File: src/rtl/bldc_pkg.sv
// ----------------------------------------------------------------------------
// bldc_pkg
// Shared types and constants for the bicolor LED dimmer control block.
// ----------------------------------------------------------------------------
package bldc_pkg;

  localparam int unsigned LEVEL_W   = 8;
  localparam int unsigned DUTY_W    = 7;
  localparam int unsigned COUNT_W   = 11;
  localparam int unsigned CFG_IDX_W = 1;

  localparam logic [LEVEL_W-1:0] LEVEL_MAX       = 8'd255;
  localparam logic [DUTY_W-1:0]  PERCENT         = 7'd100;
  localparam logic [LEVEL_W-1:0] SCALE_ROUND     = 8'd255;
  localparam logic [LEVEL_W-1:0] BRI_STEP_RST    = 8'd8;
  localparam logic [LEVEL_W-1:0] TMP_STEP_RST    = 8'd4;
  localparam logic [LEVEL_W-1:0] BRI_RST         = 8'd64;
  localparam logic [LEVEL_W-1:0] TMP_RST         = 8'd128;

  // request codes
  localparam logic [1:0] REQ_SET     = 2'd0;
  localparam logic [1:0] REQ_ENCODER = 2'd1;
  localparam logic [1:0] REQ_BTN1    = 2'd2;
  localparam logic [1:0] REQ_BTN2    = 2'd3;

  // knob modes
  localparam logic [1:0] MODE_NONE = 2'd0;
  localparam logic [1:0] MODE_BRI  = 2'd1;
  localparam logic [1:0] MODE_TMP  = 2'd2;

  // configuration register indexes
  localparam logic [CFG_IDX_W-1:0] CFG_BRI_STEP = 1'd0;
  localparam logic [CFG_IDX_W-1:0] CFG_TMP_STEP = 1'd1;

  typedef struct packed {
    logic [1:0]         mode;
    logic [LEVEL_W-1:0] bri;
    logic [LEVEL_W-1:0] tmp;
  } lvl_state_t;

  typedef struct packed {
    logic [LEVEL_W-1:0] bri_step;
    logic [LEVEL_W-1:0] tmp_step;
  } step_cfg_t;

  typedef struct packed {
    logic [1:0]                req_type;
    logic [LEVEL_W-1:0]        new_bri;
    logic [LEVEL_W-1:0]        new_tmp;
    logic signed [COUNT_W-1:0] count;
  } req_word_t;

endpackage

File: src/rtl/bldc_req_if.sv
// ----------------------------------------------------------------------------
// bldc_req_if
// Request channel: one word per knob, button or direct set event.
// ----------------------------------------------------------------------------
interface bldc_req_if
  import bldc_pkg::*;
  ();
  logic                      valid;
  logic                      ready;
  logic [1:0]                req_type;
  logic [LEVEL_W-1:0]        new_brightness;
  logic [LEVEL_W-1:0]        new_temperature;
  logic signed [COUNT_W-1:0] encoder_count;

  modport source (output valid, req_type, new_brightness, new_temperature, encoder_count,
                  input ready);
  modport sink   (input valid, req_type, new_brightness, new_temperature, encoder_count,
                  output ready);
endinterface

File: src/rtl/bldc_rsp_if.sv
// ----------------------------------------------------------------------------
// bldc_rsp_if
// Response channel: mode, both levels and the two channel duties.
// ----------------------------------------------------------------------------
interface bldc_rsp_if
  import bldc_pkg::*;
  ();
  logic               valid;
  logic               ready;
  logic [1:0]         knob_mode;
  logic [LEVEL_W-1:0] brightness_level;
  logic [LEVEL_W-1:0] temperature_level;
  logic [DUTY_W-1:0]  duty_a;
  logic [DUTY_W-1:0]  duty_b;

  modport source (output valid, knob_mode, brightness_level, temperature_level, duty_a, duty_b,
                  input ready);
  modport sink   (input valid, knob_mode, brightness_level, temperature_level, duty_a, duty_b,
                  output ready);
endinterface

File: src/rtl/bldc_cfg_if.sv
// ----------------------------------------------------------------------------
// bldc_cfg_if
// Configuration write channel: register index and write data.
// ----------------------------------------------------------------------------
interface bldc_cfg_if
  import bldc_pkg::*;
  ();
  logic                 valid;
  logic                 ready;
  logic [CFG_IDX_W-1:0] index;
  logic [LEVEL_W-1:0]   data;

  modport source (output valid, index, data, input ready);
  modport sink   (input valid, index, data, output ready);
endinterface

File: src/rtl/bldc_update.sv
// ----------------------------------------------------------------------------
// bldc_update
// Next-state logic: direct set, mode buttons and saturating encoder steps.
// ----------------------------------------------------------------------------
module bldc_update
  import bldc_pkg::*;
(
  input  req_word_t  word,
  input  lvl_state_t cur,
  input  step_cfg_t  steps,
  output lvl_state_t nxt
);

  logic               up;
  logic               on_bri;
  logic [LEVEL_W-1:0] level;
  logic [LEVEL_W-1:0] step;
  logic [LEVEL_W:0]   sum;
  logic [LEVEL_W-1:0] stepped;

  // a count of at least one means increase
  assign up     = !word.count[COUNT_W-1] && (word.count != '0);
  assign on_bri = (cur.mode == MODE_BRI);
  assign level  = on_bri ? cur.bri : cur.tmp;
  assign step   = on_bri ? steps.bri_step : steps.tmp_step;
  assign sum    = {1'b0, level} + {1'b0, step};

  always_comb begin
    if (up) begin
      stepped = sum[LEVEL_W] ? LEVEL_MAX : sum[LEVEL_W-1:0];
    end else begin
      stepped = (level > step) ? (level - step) : '0;
    end
  end

  always_comb begin
    nxt = cur;
    case (word.req_type)
      REQ_SET: begin
        nxt.bri = word.new_bri;
        nxt.tmp = word.new_tmp;
      end
      REQ_ENCODER: begin
        // ignore the knob when no mode is selected
        if (on_bri) begin
          nxt.bri = stepped;
        end else if (cur.mode != MODE_NONE) begin
          nxt.tmp = stepped;
        end
      end
      REQ_BTN1: nxt.mode = MODE_BRI;
      REQ_BTN2: nxt.mode = MODE_TMP;
      default:  nxt = cur;
    endcase
  end

endmodule

File: src/rtl/bicolor_led_dimmer_control_core.sv
// ----------------------------------------------------------------------------
// bicolor_led_dimmer_control_core
// Bicolor LED dimmer: level state, knob mode and channel duty computation.
// ----------------------------------------------------------------------------
// Usage:
//   req carries one event per word: direct set of both levels, encoder report,
//   or one of two mode buttons. rsp returns exactly one word per request with
//   the knob mode, both levels after the event and the two duties in percent.
//   cfg writes the brightness step (index 0) or temperature step (index 1);
//   cfg.ready is always high, and writes belong to idle periods.
// Timing:
//   Three register stages: input word, updated state plus temperature share,
//   then the duty word. rsp.valid rises once an accepted request reaches the
//   third stage, and one request is taken every cycle while rsp.ready stays
//   high. The rate is set by the state update from the input stage to the
//   second stage, which the next word sees from the state register.
// Reset:
//   rst clears all stages; brightness 64, temperature 128, no knob mode,
//   steps 8 and 4.
// Stall:
//   while rsp.ready is low the stages fill up and req.ready falls once all
//   three hold a word; nothing is dropped.
// ----------------------------------------------------------------------------
module bicolor_led_dimmer_control_core
  import bldc_pkg::*;
(
  input  logic   clk,
  input  logic   rst,
  bldc_req_if.sink   req,
  bldc_rsp_if.source rsp,
  bldc_cfg_if.sink   cfg
);

  // stage valids and advance strobes
  logic v1, v2, v3;
  logic adv1, adv2, adv3;

  // architectural state
  lvl_state_t state;
  lvl_state_t state_next;
  step_cfg_t  steps;

  // stage 1: input word
  req_word_t word;

  // stage 2: snapshot of the state after the word, plus the temperature share
  lvl_state_t snap;
  logic [DUTY_W-1:0] share_a;

  // share and product computation for stages 2 and 3
  logic [2*LEVEL_W-1:0] tmp_prod;
  logic [DUTY_W-1:0]    share_a_next;
  logic [DUTY_W-1:0]    share_b;
  logic [2*LEVEL_W-1:0] prod_a;
  logic [2*LEVEL_W-1:0] prod_b;

  assign adv3 = v3 && rsp.ready;
  assign adv2 = v2 && (!v3 || adv3);
  assign adv1 = v1 && (!v2 || adv2);

  assign req.ready = !v1 || adv1;
  assign cfg.ready = 1'b1;

  bldc_update u_update (
    .word  (word),
    .cur   (state),
    .steps (steps),
    .nxt   (state_next)
  );

  always_ff @(posedge clk) begin
    if (rst) begin
      steps.bri_step <= BRI_STEP_RST;
      steps.tmp_step <= TMP_STEP_RST;
    end else if (cfg.valid) begin
      case (cfg.index)
        CFG_BRI_STEP: steps.bri_step <= cfg.data;
        CFG_TMP_STEP: steps.tmp_step <= cfg.data;
        default: ;
      endcase
    end
  end

  // stage 1
  always_ff @(posedge clk) begin
    if (rst) begin
      v1 <= 1'b0;
    end else if (req.ready) begin
      v1 <= req.valid;
    end
  end

  always_ff @(posedge clk) begin
    if (req.valid && req.ready) begin
      word.req_type <= req.req_type;
      word.new_bri  <= req.new_brightness;
      word.new_tmp  <= req.new_temperature;
      word.count    <= req.encoder_count;
    end
  end

  // a = ceil(t*100/256)
  assign tmp_prod     = state_next.tmp * {{(LEVEL_W+1){1'b0}}, PERCENT};
  assign share_a_next = DUTY_W'((tmp_prod + {{LEVEL_W{1'b0}}, SCALE_ROUND}) >> LEVEL_W);

  // stage 2: commit the state as the word moves on
  always_ff @(posedge clk) begin
    if (rst) begin
      v2          <= 1'b0;
      state.mode  <= MODE_NONE;
      state.bri   <= BRI_RST;
      state.tmp   <= TMP_RST;
    end else begin
      if (adv1) begin
        state <= state_next;
      end
      if (adv1 || adv2) begin
        v2 <= adv1;
      end
    end
  end

  always_ff @(posedge clk) begin
    if (adv1) begin
      snap    <= state_next;
      share_a <= share_a_next;
    end
  end

  // duty = ceil(share*brightness/256)
  assign share_b = PERCENT - share_a;
  assign prod_a  = {{(LEVEL_W+1){1'b0}}, share_a} * {{LEVEL_W{1'b0}}, snap.bri};
  assign prod_b  = {{(LEVEL_W+1){1'b0}}, share_b} * {{LEVEL_W{1'b0}}, snap.bri};

  // stage 3: result register
  always_ff @(posedge clk) begin
    if (rst) begin
      v3 <= 1'b0;
    end else if (adv2 || adv3) begin
      v3 <= adv2;
    end
  end

  always_ff @(posedge clk) begin
    if (adv2) begin
      rsp.knob_mode         <= snap.mode;
      rsp.brightness_level  <= snap.bri;
      rsp.temperature_level <= snap.tmp;
      rsp.duty_a <= DUTY_W'((prod_a + {{LEVEL_W{1'b0}}, SCALE_ROUND}) >> LEVEL_W);
      rsp.duty_b <= DUTY_W'((prod_b + {{LEVEL_W{1'b0}}, SCALE_ROUND}) >> LEVEL_W);
    end
  end

  assign rsp.valid = v3;

`ifndef SYNTHESIS
  // the stored mode never takes the unused code
  a_mode_legal: assert property (@(posedge clk) disable iff (rst)
    (state.mode == MODE_NONE) || (state.mode == MODE_BRI) || (state.mode == MODE_TMP))
    else $error("knob mode holds an unused code");

  // state moves only when a word leaves the input stage
  a_state_hold: assert property (@(posedge clk) disable iff (rst)
    !adv1 |=> $stable(state))
    else $error("state changed without a word advancing");

  // duties stay within percent range
  a_duty_range: assert property (@(posedge clk) disable iff (rst)
    v3 |-> (rsp.duty_a <= PERCENT) && (rsp.duty_b <= PERCENT))
    else $error("duty out of range");

  // a word moving into stage 2 always had room
  a_no_overrun: assert property (@(posedge clk) disable iff (rst)
    adv1 |-> (!v2 || adv2))
    else $error("stage 2 overrun");
`endif

endmodule

File: src/flat_wrapper.sv
// flat-port wrapper written by rule: the top's interface ports become plain ports
module bicolor_led_dimmer_control_core_flat import bldc_pkg::*;
  (clk, rst, req_valid, req_req_type, req_new_brightness, req_new_temperature, req_encoder_count, req_ready, rsp_valid, rsp_knob_mode, rsp_brightness_level, rsp_temperature_level, rsp_duty_a, rsp_duty_b, rsp_ready, cfg_valid, cfg_index, cfg_data, cfg_ready);
  bldc_req_if req_i ();
  bldc_rsp_if rsp_i ();
  bldc_cfg_if cfg_i ();
  input  logic clk;
  input  logic rst;
  input wire logic [$bits(req_i.valid)-1:0] req_valid;
  input wire logic [$bits(req_i.req_type)-1:0] req_req_type;
  input wire logic [$bits(req_i.new_brightness)-1:0] req_new_brightness;
  input wire logic [$bits(req_i.new_temperature)-1:0] req_new_temperature;
  input wire logic [$bits(req_i.encoder_count)-1:0] req_encoder_count;
  output wire logic [$bits(req_i.ready)-1:0] req_ready;
  output wire logic [$bits(rsp_i.valid)-1:0] rsp_valid;
  output wire logic [$bits(rsp_i.knob_mode)-1:0] rsp_knob_mode;
  output wire logic [$bits(rsp_i.brightness_level)-1:0] rsp_brightness_level;
  output wire logic [$bits(rsp_i.temperature_level)-1:0] rsp_temperature_level;
  output wire logic [$bits(rsp_i.duty_a)-1:0] rsp_duty_a;
  output wire logic [$bits(rsp_i.duty_b)-1:0] rsp_duty_b;
  input wire logic [$bits(rsp_i.ready)-1:0] rsp_ready;
  input wire logic [$bits(cfg_i.valid)-1:0] cfg_valid;
  input wire logic [$bits(cfg_i.index)-1:0] cfg_index;
  input wire logic [$bits(cfg_i.data)-1:0] cfg_data;
  output wire logic [$bits(cfg_i.ready)-1:0] cfg_ready;
  assign req_i.valid = req_valid;
  assign req_i.req_type = req_req_type;
  assign req_i.new_brightness = req_new_brightness;
  assign req_i.new_temperature = req_new_temperature;
  assign req_i.encoder_count = req_encoder_count;
  assign req_ready = req_i.ready;
  assign rsp_valid = rsp_i.valid;
  assign rsp_knob_mode = rsp_i.knob_mode;
  assign rsp_brightness_level = rsp_i.brightness_level;
  assign rsp_temperature_level = rsp_i.temperature_level;
  assign rsp_duty_a = rsp_i.duty_a;
  assign rsp_duty_b = rsp_i.duty_b;
  assign rsp_i.ready = rsp_ready;
  assign cfg_i.valid = cfg_valid;
  assign cfg_i.index = cfg_index;
  assign cfg_i.data = cfg_data;
  assign cfg_ready = cfg_i.ready;
  bicolor_led_dimmer_control_core u_core (.clk(clk), .rst(rst), .req(req_i), .rsp(rsp_i), .cfg(cfg_i));
endmodule
File: config.mk
export PLATFORM = sky130hd
export DESIGN_NAME = bicolor_led_dimmer_control_core_flat
export DESIGN_NICKNAME = d
export VERILOG_FILES = /design/src/rtl/bldc_pkg.sv /design/src/rtl/bldc_req_if.sv /design/src/rtl/bldc_rsp_if.sv /design/src/rtl/bldc_cfg_if.sv /design/src/rtl/bldc_update.sv /design/src/rtl/bicolor_led_dimmer_control_core.sv /design/src/flat_wrapper.sv
export SDC_FILE = /design/constraint.sdc
export NUM_CORES = 1
export LEC_CHECK = 0
export BUFFER_PORTS_ARGS = -buffer_cell sky130_fd_sc_hd__buf_4
export CORE_MARGIN = 2
export CORE_UTILIZATION = 55
export CTS_CLUSTER_DIAMETER = 150
export DETAILED_ROUTE_END_ITERATION = 10
export GPL_ROUTABILITY_DRIVEN = 0
export PLACE_DENSITY = 0.74
export SLEW_MARGIN = 20
export SYNTH_ARGS = -nofsm -noshare
export SYNTH_HDL_FRONTEND = slang
export SYNTH_SLANG_ARGS = --single-unit
File: constraint.sdc
create_clock -name clk -period 11.55 [get_ports clk]
set_input_delay 2.31 -clock clk [delete_from_list [all_inputs] [get_ports clk]]
set_output_delay 2.31 -clock clk [all_outputs]
set_load 0.005 [all_outputs]
Yosys cells after proc, flatten, opt, wreduce, memory -nomap -nowiden. Cells that the tools add are included.

Multiply operators: 3. Equal/unequal tests: 4. Bitwise operators: 1. Reduce and logical (&&, ||, !) cells: 19. Multiplexer cells: 10. Add/subtract/negate cells: 6. Order comparisons: 1.

Operator list (number): 8-bit two-way mux (8); 15-bit by 8-bit adder with 15-bit output, second input constant (3); 16-bit case mux with 2 select lines (1); 7-bit by 8-bit multiplier with 15-bit output (2); 8-bit by 5-bit multiplier with 13-bit output, second input constant (1); 11-bit nonzero test (1); 8-bit by 8-bit adder with 9-bit output (1); 8-bit greater-than comparator (1); 8-bit subtractor (1); 7-bit subtractor, first input constant (1); 1-bit logical AND (5); 1-bit logical OR (5); 2-bit by 1-bit equality test with 1-bit output, second input constant (2); 2-bit equality test, second input constant (2); 1-bit zero test (4); 2-bit case mux with 2 select lines (1); 2-bit AND reduction (2); 2-bit zero test (1); 2-bit nonzero test (1); 1-bit inverter (1).

Register bits after elaboration: 123. Word-level logic and storage cells: 65. Output and inout bits: 35.

Logic depth before layout (Yosys ltp). Gate-level depths: netlist (run 1).

Depth in word-level cells: 10. Gate-level depth with buffers: 29. Depth with buffers taken out: 27.

By module. A second synthesis (run 1) with hierarchy kept.

Cells, all modules: 981. Area total of the unflattened synthesis: 9889.5 um2.

By module, submodules not included: bicolor_led_dimmer_control_core (instances 1, area each 8366.8 um2, cells each 770); bldc_update (instances 1, area each 1522.7 um2, cells each 211).

Worst setup path before layout (run 1). Ideal clock, no wire load.

Kind: register to register. Start: reg u_core.state[17] (netlist name). End: reg u_core.share_a[5], data pin. Data required time: 11.272 ns. Path buffers: 3. Library setup time: 0.278 ns. Stages on the path, launching flop included: 30. Data arrival time: 6.414 ns. Setup slack: 4.858 ns. Cells stage by stage: dfxtp_1 -> clkbuf_1 -> nand2b_1 -> clkbuf_1 -> clkbuf_1 -> nand2_1 -> nand2_1 -> ha_1 -> inv_1 -> fa_1 -> or3b_2 -> nand4b_1 -> nand2_1 -> a2111o_1 -> nor3_1 -> o21ai_0 -> nand2_1 -> ha_1 -> ha_1 -> inv_1 -> fa_1 -> inv_1 -> ha_1 -> o21a_1 -> o31a_1 -> a21o_1 -> a2111oi_0 -> a21bo_2 -> o211a_1 -> o211ai_1.

RTL lines: from (decl) (line bicolor_led_dimmer_control_core.sv:39) `lvl_state_t state;`; from (signal assigned) (line bicolor_led_dimmer_control_core.sv:115) `state <= state_next;`; to (signal assigned) (line bicolor_led_dimmer_control_core.sv:126) `share_a <= share_a_next;`; to (decl) (line bicolor_led_dimmer_control_core.sv:48) `logic [DUTY_W-1:0] share_a;`.

==> results_dict.tcl, run 1 <==
set metrics [dict create \
    status "finished clean" \
    nets 1295 \
    finalWorstSetupSlack_ps 3999 \
    cp-start-kind "flip-flop" \
    antenna_left 0 \
    grt.overflow.total 0 \
    synth_top_family_by_area "adder cells" \
    post_cts_buffers 0 \
    synthesis.nets 1242 \
    drc_errors 0 \
    p_per_area_mw_per_mm2 273.6 \
    yosys.area_share.simple 0.1627 \
    synthArstFlopShare 0 \
    min_period_over_period 0.6537 \
    synthTopCellsByArea "edfxtp_1 26%, fa_1 15%, ha_1 13%" \
    tns_ps 0 \
    numCtsBuffers 17 \
    finalNonFillerCells 1315 \
    cts_root_buf "clkbuf_16" \
    critPathMaxStageDelay_ps 880 \
    synth_fa_ha_area_frac 0.2808 \
    max_freq_mhz 132.4 \
    synthMuxAreaShare 0.002143 \
    drive_above_1_share 0.1169 \
    areaGrowthSynthToFinish_pct 12.79 \
    hp-start "u_core.snap[16]$_DFFE_PP_" \
    drv_slew 0 \
    p_leak_uw 0.004984 \
    first_iter_violations 496 \
    r2r_end "u_core.share_a[5]$_DFFE_PP_" \
    crit_family "compound AO/OA/AOI/OAI gates" \
    crit_fanout 19 \
    hp-class "reg2reg" \
    die_area_mm2 0.01914 \
    syn_inst 1020 \
    rsz0062_at_grt "no" \
    placed_cells 1283 \
    port_buffers 76 \
    yosys_warnings 0 \
    cts.sinks 123 \
    grt_pass1_vias 7484 \
    hold_buffers 0 \
    rows 49 \
    htree_levels 4 \
    detail_route.vias_per_cell 5.757 \
    mostFrequentLayoutCells "169 x nand2_1, 111 x inv_1, 106 x ha_1" \
    ios 78 \
    critPathArrivalTime_ps 7690 \
    synth_area_leader_cell "edfxtp_1" \
    dr_wl_met2_um 10290 \
    syn_area_mm2 0.009927 \
    fp.dieW_um 138.3 \
    cp-end-kind "flip-flop" \
    cp.required_ps 11690 \
    synth.top_cell.area_share 0.2601 \
    vdd_ir_drop_max_mv 0.2152 \
    reg2reg_slack_ps 4000 \
    routed_wl_um 21200 \
    placedInstanceArea_mm2 0.01064 \
    seq_area_frac_synth 0.3348 \
    synth-compound-area-share 0.1302 \
    die_h_um 138.3 \
    finalSetupViolCount 0 \
    cts_resized 0 \
    clk_latency_ps 430 \
    worstMarginPinSlew_ps 979.0 \
    relSlewSlack 0.3304 \
    ys_ff_latch 123 \
    crit_top_cell "ha_1" \
    hold_end "u_core.rsp.knob_mode[0]$_DFFE_PP_" \
    mostFrequentLayoutCell "nand2_1" \
    hold_viol_final 0 \
    top_layer_used "met4" \
    final_area_mm2 0.01120 \
    grt_use_total 0.2311 \
    grt_max_degree 37 \
    met3_length_um 1321 \
    holdWs_ps 417.3 \
    critPathKind "reg2reg" \
    grt_pass1_wl_um 36020 \
    synth_edf_count 86 \
    timing.rr.start "u_core.state[17]$_SDFFE_PP0P_" \
    min_period_ps 7551 \
    cts_tree "built" \
    coreArea_mm2 0.01784 \
    pre_cts_slack_ps 4078 \
    synthXorXnorAreaFrac 0.02823 \
    start_util 0.5564 \
    routedWlPerCell_um 16.12 \
    rr_worst_depth 26 \
    startpoint "u_core.state[17]$_SDFFE_PP0P_" \
    skew_ps 6.337 \
    grt_antenna_before_repair 0 \
    antenna_cells 0 \
    hold_depth 0 \
    dp_hpwl_um 16030 \
    dr.pass1.iters 5 \
    syn_area_per_cell_um2 9.732 \
    num_vias 7571 \
    crit_slowest_cell "a2111oi_0" \
    drv_cap 0 \
    cts_buffer_depth 2 \
    synth_cell_types 77 \
    synth_ff_type "edfxtp_1" \
    cts.clk_slew.worst_paths_ps 60 \
    crit_buf_inv 3 \
    wl_met1_um 9103 \
]
## registers in the layout, indices dropped and copies added, names as in the netlist
register and cells:
u_core.v2 1, u_core.rsp.temperature_level 8, u_core.v1 1, u_core.rsp.brightness_level 8, u_core.word 29, u_core.rsp.valid 1, u_core.share_a 7, u_core.rsp.knob_mode 2
u_core.rsp.duty_a 7, u_core.steps 16, u_core.snap 18, u_core.state 18, u_core.rsp.duty_b 7
## worst max-delay path by stage
stage	slack (ps)	cells past startpoint	endpoint
2_1_floorplan	4860	29	u_core.share_a[5]$_DFFE_PP_
4_1_cts	4020	26	u_core.share_a[5]$_DFFE_PP_
3_3_place_gp	4230	26	u_core.share_a[5]$_DFFE_PP_
3_5_place_dp	4080	26	u_core.share_a[5]$_DFFE_PP_
5_1_grt	3420	21	u_core.share_a[6]$_DFFE_PP_
6_report	4000	26	u_core.share_a[5]$_DFFE_PP_
## power breakdown
part           switching [µW]  internal [µW]  leakage [µW]  total, µW
clock                     215            283      0.000252        498
sequential               42.6            623       0.00112        665
combinational            1030            868       0.00361       1900
total                    1290           1770       0.00498       3060
## per-stage QoR
stage,utilization,power [µW]
2_1_floorplan,-,2181
3_3_place_gp,0.5961,2516
3_5_place_dp,0.5961,2574
4_1_cts,0.6270,3098
5_1_grt,0.6276,3422
6_report,0.6276,3064
## cells in the mapped netlist, drive strengths merged (14+ instances only)
library cell	n
a21oi	56
and2	40
clkbuf	36
dfxtp	37
edfxtp	86
fa	73
ha	106
inv	111
nand2	169
nand3	24
nor2	46
nor2b	14
nor3	14
o21ai	19
xnor2	18
xor2	14
## per-layer routing
metal,GRT usage,vias up
met5,0,-
met3,0.04538,35
met4,0.07787,0
li1,-,3608
met1,0.3089,3649
met2,0.3804,279
## area by class of cell
| type | instances | area [µm²] |
|---|---|---|
| Clock inverter | 14 | 112.6 |
| Multi-Input combinational cell | 742 | 6033 |
| Sequential cell | 123 | 3323 |
| Inverter | 111 | 416.7 |
| Tap cell | 229 | 286.5 |
| Fill cell | 1480 | 6644 |
| Clock buffer | 18 | 439.2 |
| Timing Repair Buffer | 78 | 585.6 |
## cells by family after synthesis
kind of cell             Yosys count
AO/OA/AOI/OAI                    181
XOR/XNOR                          32
adder cells (fa/ha/maj)          179
buffers and inverters            155
flip-flops                       123
multiplexers                       2
other                              1
AND/OR/NAND/NOR                  347
Note: power is estimated with default switching activity, not from simulation.
==> inputs of run 2 (changes only) <==
--- a/config.mk
+++ b/config.mk
@@ -11,7 +11,7 @@
 export CTS_CLUSTER_DIAMETER = 150
 export DETAILED_ROUTE_END_ITERATION = 10
 export GPL_ROUTABILITY_DRIVEN = 0
-export PLACE_DENSITY = 0.74
+export PLACE_DENSITY = 0.77
 export SLEW_MARGIN = 20
 export SYNTH_ARGS = -nofsm -noshare
 export SYNTH_HDL_FRONTEND = slang
==> constraint.sdc (replaced) <==
create_clock -name clk -period 6.7 [get_ports clk]
set_input_delay 1.34 -clock clk [delete_from_list [all_inputs] [get_ports clk]]
set_output_delay 1.34 -clock clk [all_outputs]
set_load 0.005 [all_outputs]
==> run 2 against run 1 <==
  * Via count up 2.4%
  * Cell count is 1.2% higher
  * First-iteration DRC count rose by 59%
  * Clock power is 81% higher
  * Largest cell class unchanged
==> results_dict.tcl, run 2 (synthesis gave the netlist of run 1 again) <==
set metrics [dict create \
    die_area_mm2 0.01914 \
    largest_reg_flops 29 \
    cp-start-kind "flip-flop" \
    final_area_mm2 0.01139 \
    dp_hpwl_um 16770 \
    start_util 0.5564 \
    tns_ps 0 \
    netSwitchingFraction 0.4135 \
    critPathMaxStageDelay_ps 560 \
    worstPathCellList "buf_4 > nor2b_2 > buf_4 > nand2_1 > nand2_1 > ha_2 > or4_4 > a211oi_4 > o31ai_2 > a221oi_2 > and2b_2 > inv_1 > ha_1 > ha_1 > fa_1 > ha_1 > nor2b_1 > o31a_1 > a21o_1 > a2111oi_1 > buf_4 > a21bo_2 > o211a_1 > o211ai_1" \
    routedWlPerCell_um 17.02 \
    cts.sinks 123 \
    min_period_ps 6444 \
    p_per_area_mw_per_mm2 472.8 \
    p_leak_uw 0.005081 \
    num_vias 7750 \
    hold_viol_final 0 \
    mostFrequentLayoutCells "169 x nand2_1, 111 x inv_1, 103 x ha_1" \
    status "finished clean" \
    clk_latency_ps 420 \
    die_h_um 138.3 \
    nets 1311 \
    mostFrequentLayoutCell "nand2_1" \
    min_period_over_period 0.9618 \
    grt_pass1_vias 7710 \
    register_area_mm2 0.003323 \
    nFillCells 1406 \
    top_register "u_core.word" \
    htree_levels 4 \
    grt_use_total 0.2417 \
    detail_route.vias_per_cell 5.823 \
    worstMarginPinSlew_ps 977.3 \
    hp-class "reg2reg" \
    drv_slew 0 \
    max_freq_mhz 155.2 \
    skew_ps 7.547 \
    grt_antenna_before_repair 0 \
    ios 78 \
    first_iter_violations 788 \
    power_frac_comb 0.619 \
    cts_root_buf "clkbuf_16" \
    dr.pass1.iters 5 \
    grt_pass1_wl_um 37390 \
    reg.largest.list "u_core.word x29, u_core.snap x18, u_core.state x18" \
    cts.clk_slew.worst_paths_ps 60 \
    cp.required_ps 6860 \
    placedInstanceArea_mm2 0.01072 \
    rows 49 \
    seqPwrFrac 0.214 \
    grt.overflow.total 0 \
    finalSetupViolCount 0 \
    hold_buffers 0 \
    fp.dieW_um 138.3 \
    cts_buffer_depth 2 \
    antenna_cells 0 \
    port_buffers 76 \
    crit_slowest_cell "or4_4" \
    cts_tree "built" \
    crit_fanout 8 \
    clkPwrFrac 0.167 \
    coreArea_mm2 0.01784 \
    grt_max_degree 34 \
    drc_errors 0 \
    cp-end-kind "flip-flop" \
    switchingPower_uw 2226 \
    routed_wl_um 22650 \
    critPathKind "reg2reg" \
    relSlewSlack 0.3399 \
    vdd_ir_drop_max_mv 0.4414 \
    drv_cap 0 \
    numCtsBuffers 17 \
    multi_input_area_mm2 0.006068 \
    critPathArrivalTime_ps 6600 \
    areaGrowthSynthToFinish_pct 14.70 \
    drive_above_1_share 0.1361 \
    antenna_left 0 \
    p_int_uw 3157 \
]
## run 2: final timing paths
kind / from / endpoint / slack [ps] / depth (start not counted)
worst min-delay path: u_core.snap[0]$_DFFE_PP_ / u_core.rsp.temperature_level[0]$_DFFE_PP_ / 420 / 0
worst max register to register: u_core.state[17]$_SDFFE_PP0P_ / u_core.share_a[5]$_DFFE_PP_ / 260 / 24
worst min register to register: u_core.snap[0]$_DFFE_PP_ / u_core.rsp.temperature_level[0]$_DFFE_PP_ / 420 / 0
worst max-delay path: u_core.state[17]$_SDFFE_PP0P_ / u_core.share_a[5]$_DFFE_PP_ / 260 / 24
## run 2: what timing repair did
action	4_1_cts	5_1_grt
buffers inserted	0	2
endpoints found under the setup margin	0	5
resized for setup	0	17
## run 2: critical path, delay by kind of cell (launching register included)
kind	cells	cell delay, ps
adders and majority gates	5	1800
and+or+nand+nor	6	1340
buffers and inverters	4	620
DFF	1	310
AOI/OAI and AO/OA	9	2110
## run 2: power by group through the flow
stage / clock network, µW / logic, µW / registers (µW)
after floorplan: 0 / 2640 / 1120
after global placement: 0 / 3200 / 1170
after detailed placement: 0 / 3310 / 1170
after CTS: 915 / 3360 / 1150
after global routing: 944 / 3870 / 1160
final: 901 / 3330 / 1150
## run 2: routing by layer
metal  up-vias  global-route usage  part of all wire
li1       3651                   -                 -
met1      3704              0.3076              0.42
met2       330              0.4067              0.49
met3        65             0.04607             0.061
met4         0              0.1020             0.035
met5         -                   0                 0
## run 2: stage by stage
stage,power [µW],setup slack (ps),cells,utilization,hold slack (ps)
final,5384,256.2,1331,0.6382,418.0
after global routing,5974,-33.65,1331,0.6382,420.5
after CTS,5428,23.22,1328,0.6332,417.5
after detailed placement,4473,84.12,1296,0.6011,404.5
after global placement,4362,264.8,1296,0.6011,404.6
after floorplan,3759,7.664,1020,-,400.3
## run 2: area by class of cell
cell class              instances  area share
clock buffers                  22     0.03989
clock inverters                10     0.01044
inverters                     111     0.03659
multi-input cells             742      0.5330
flip-flops and latches        123      0.2919
well taps                     229     0.02516
repair buffers                 94     0.06308
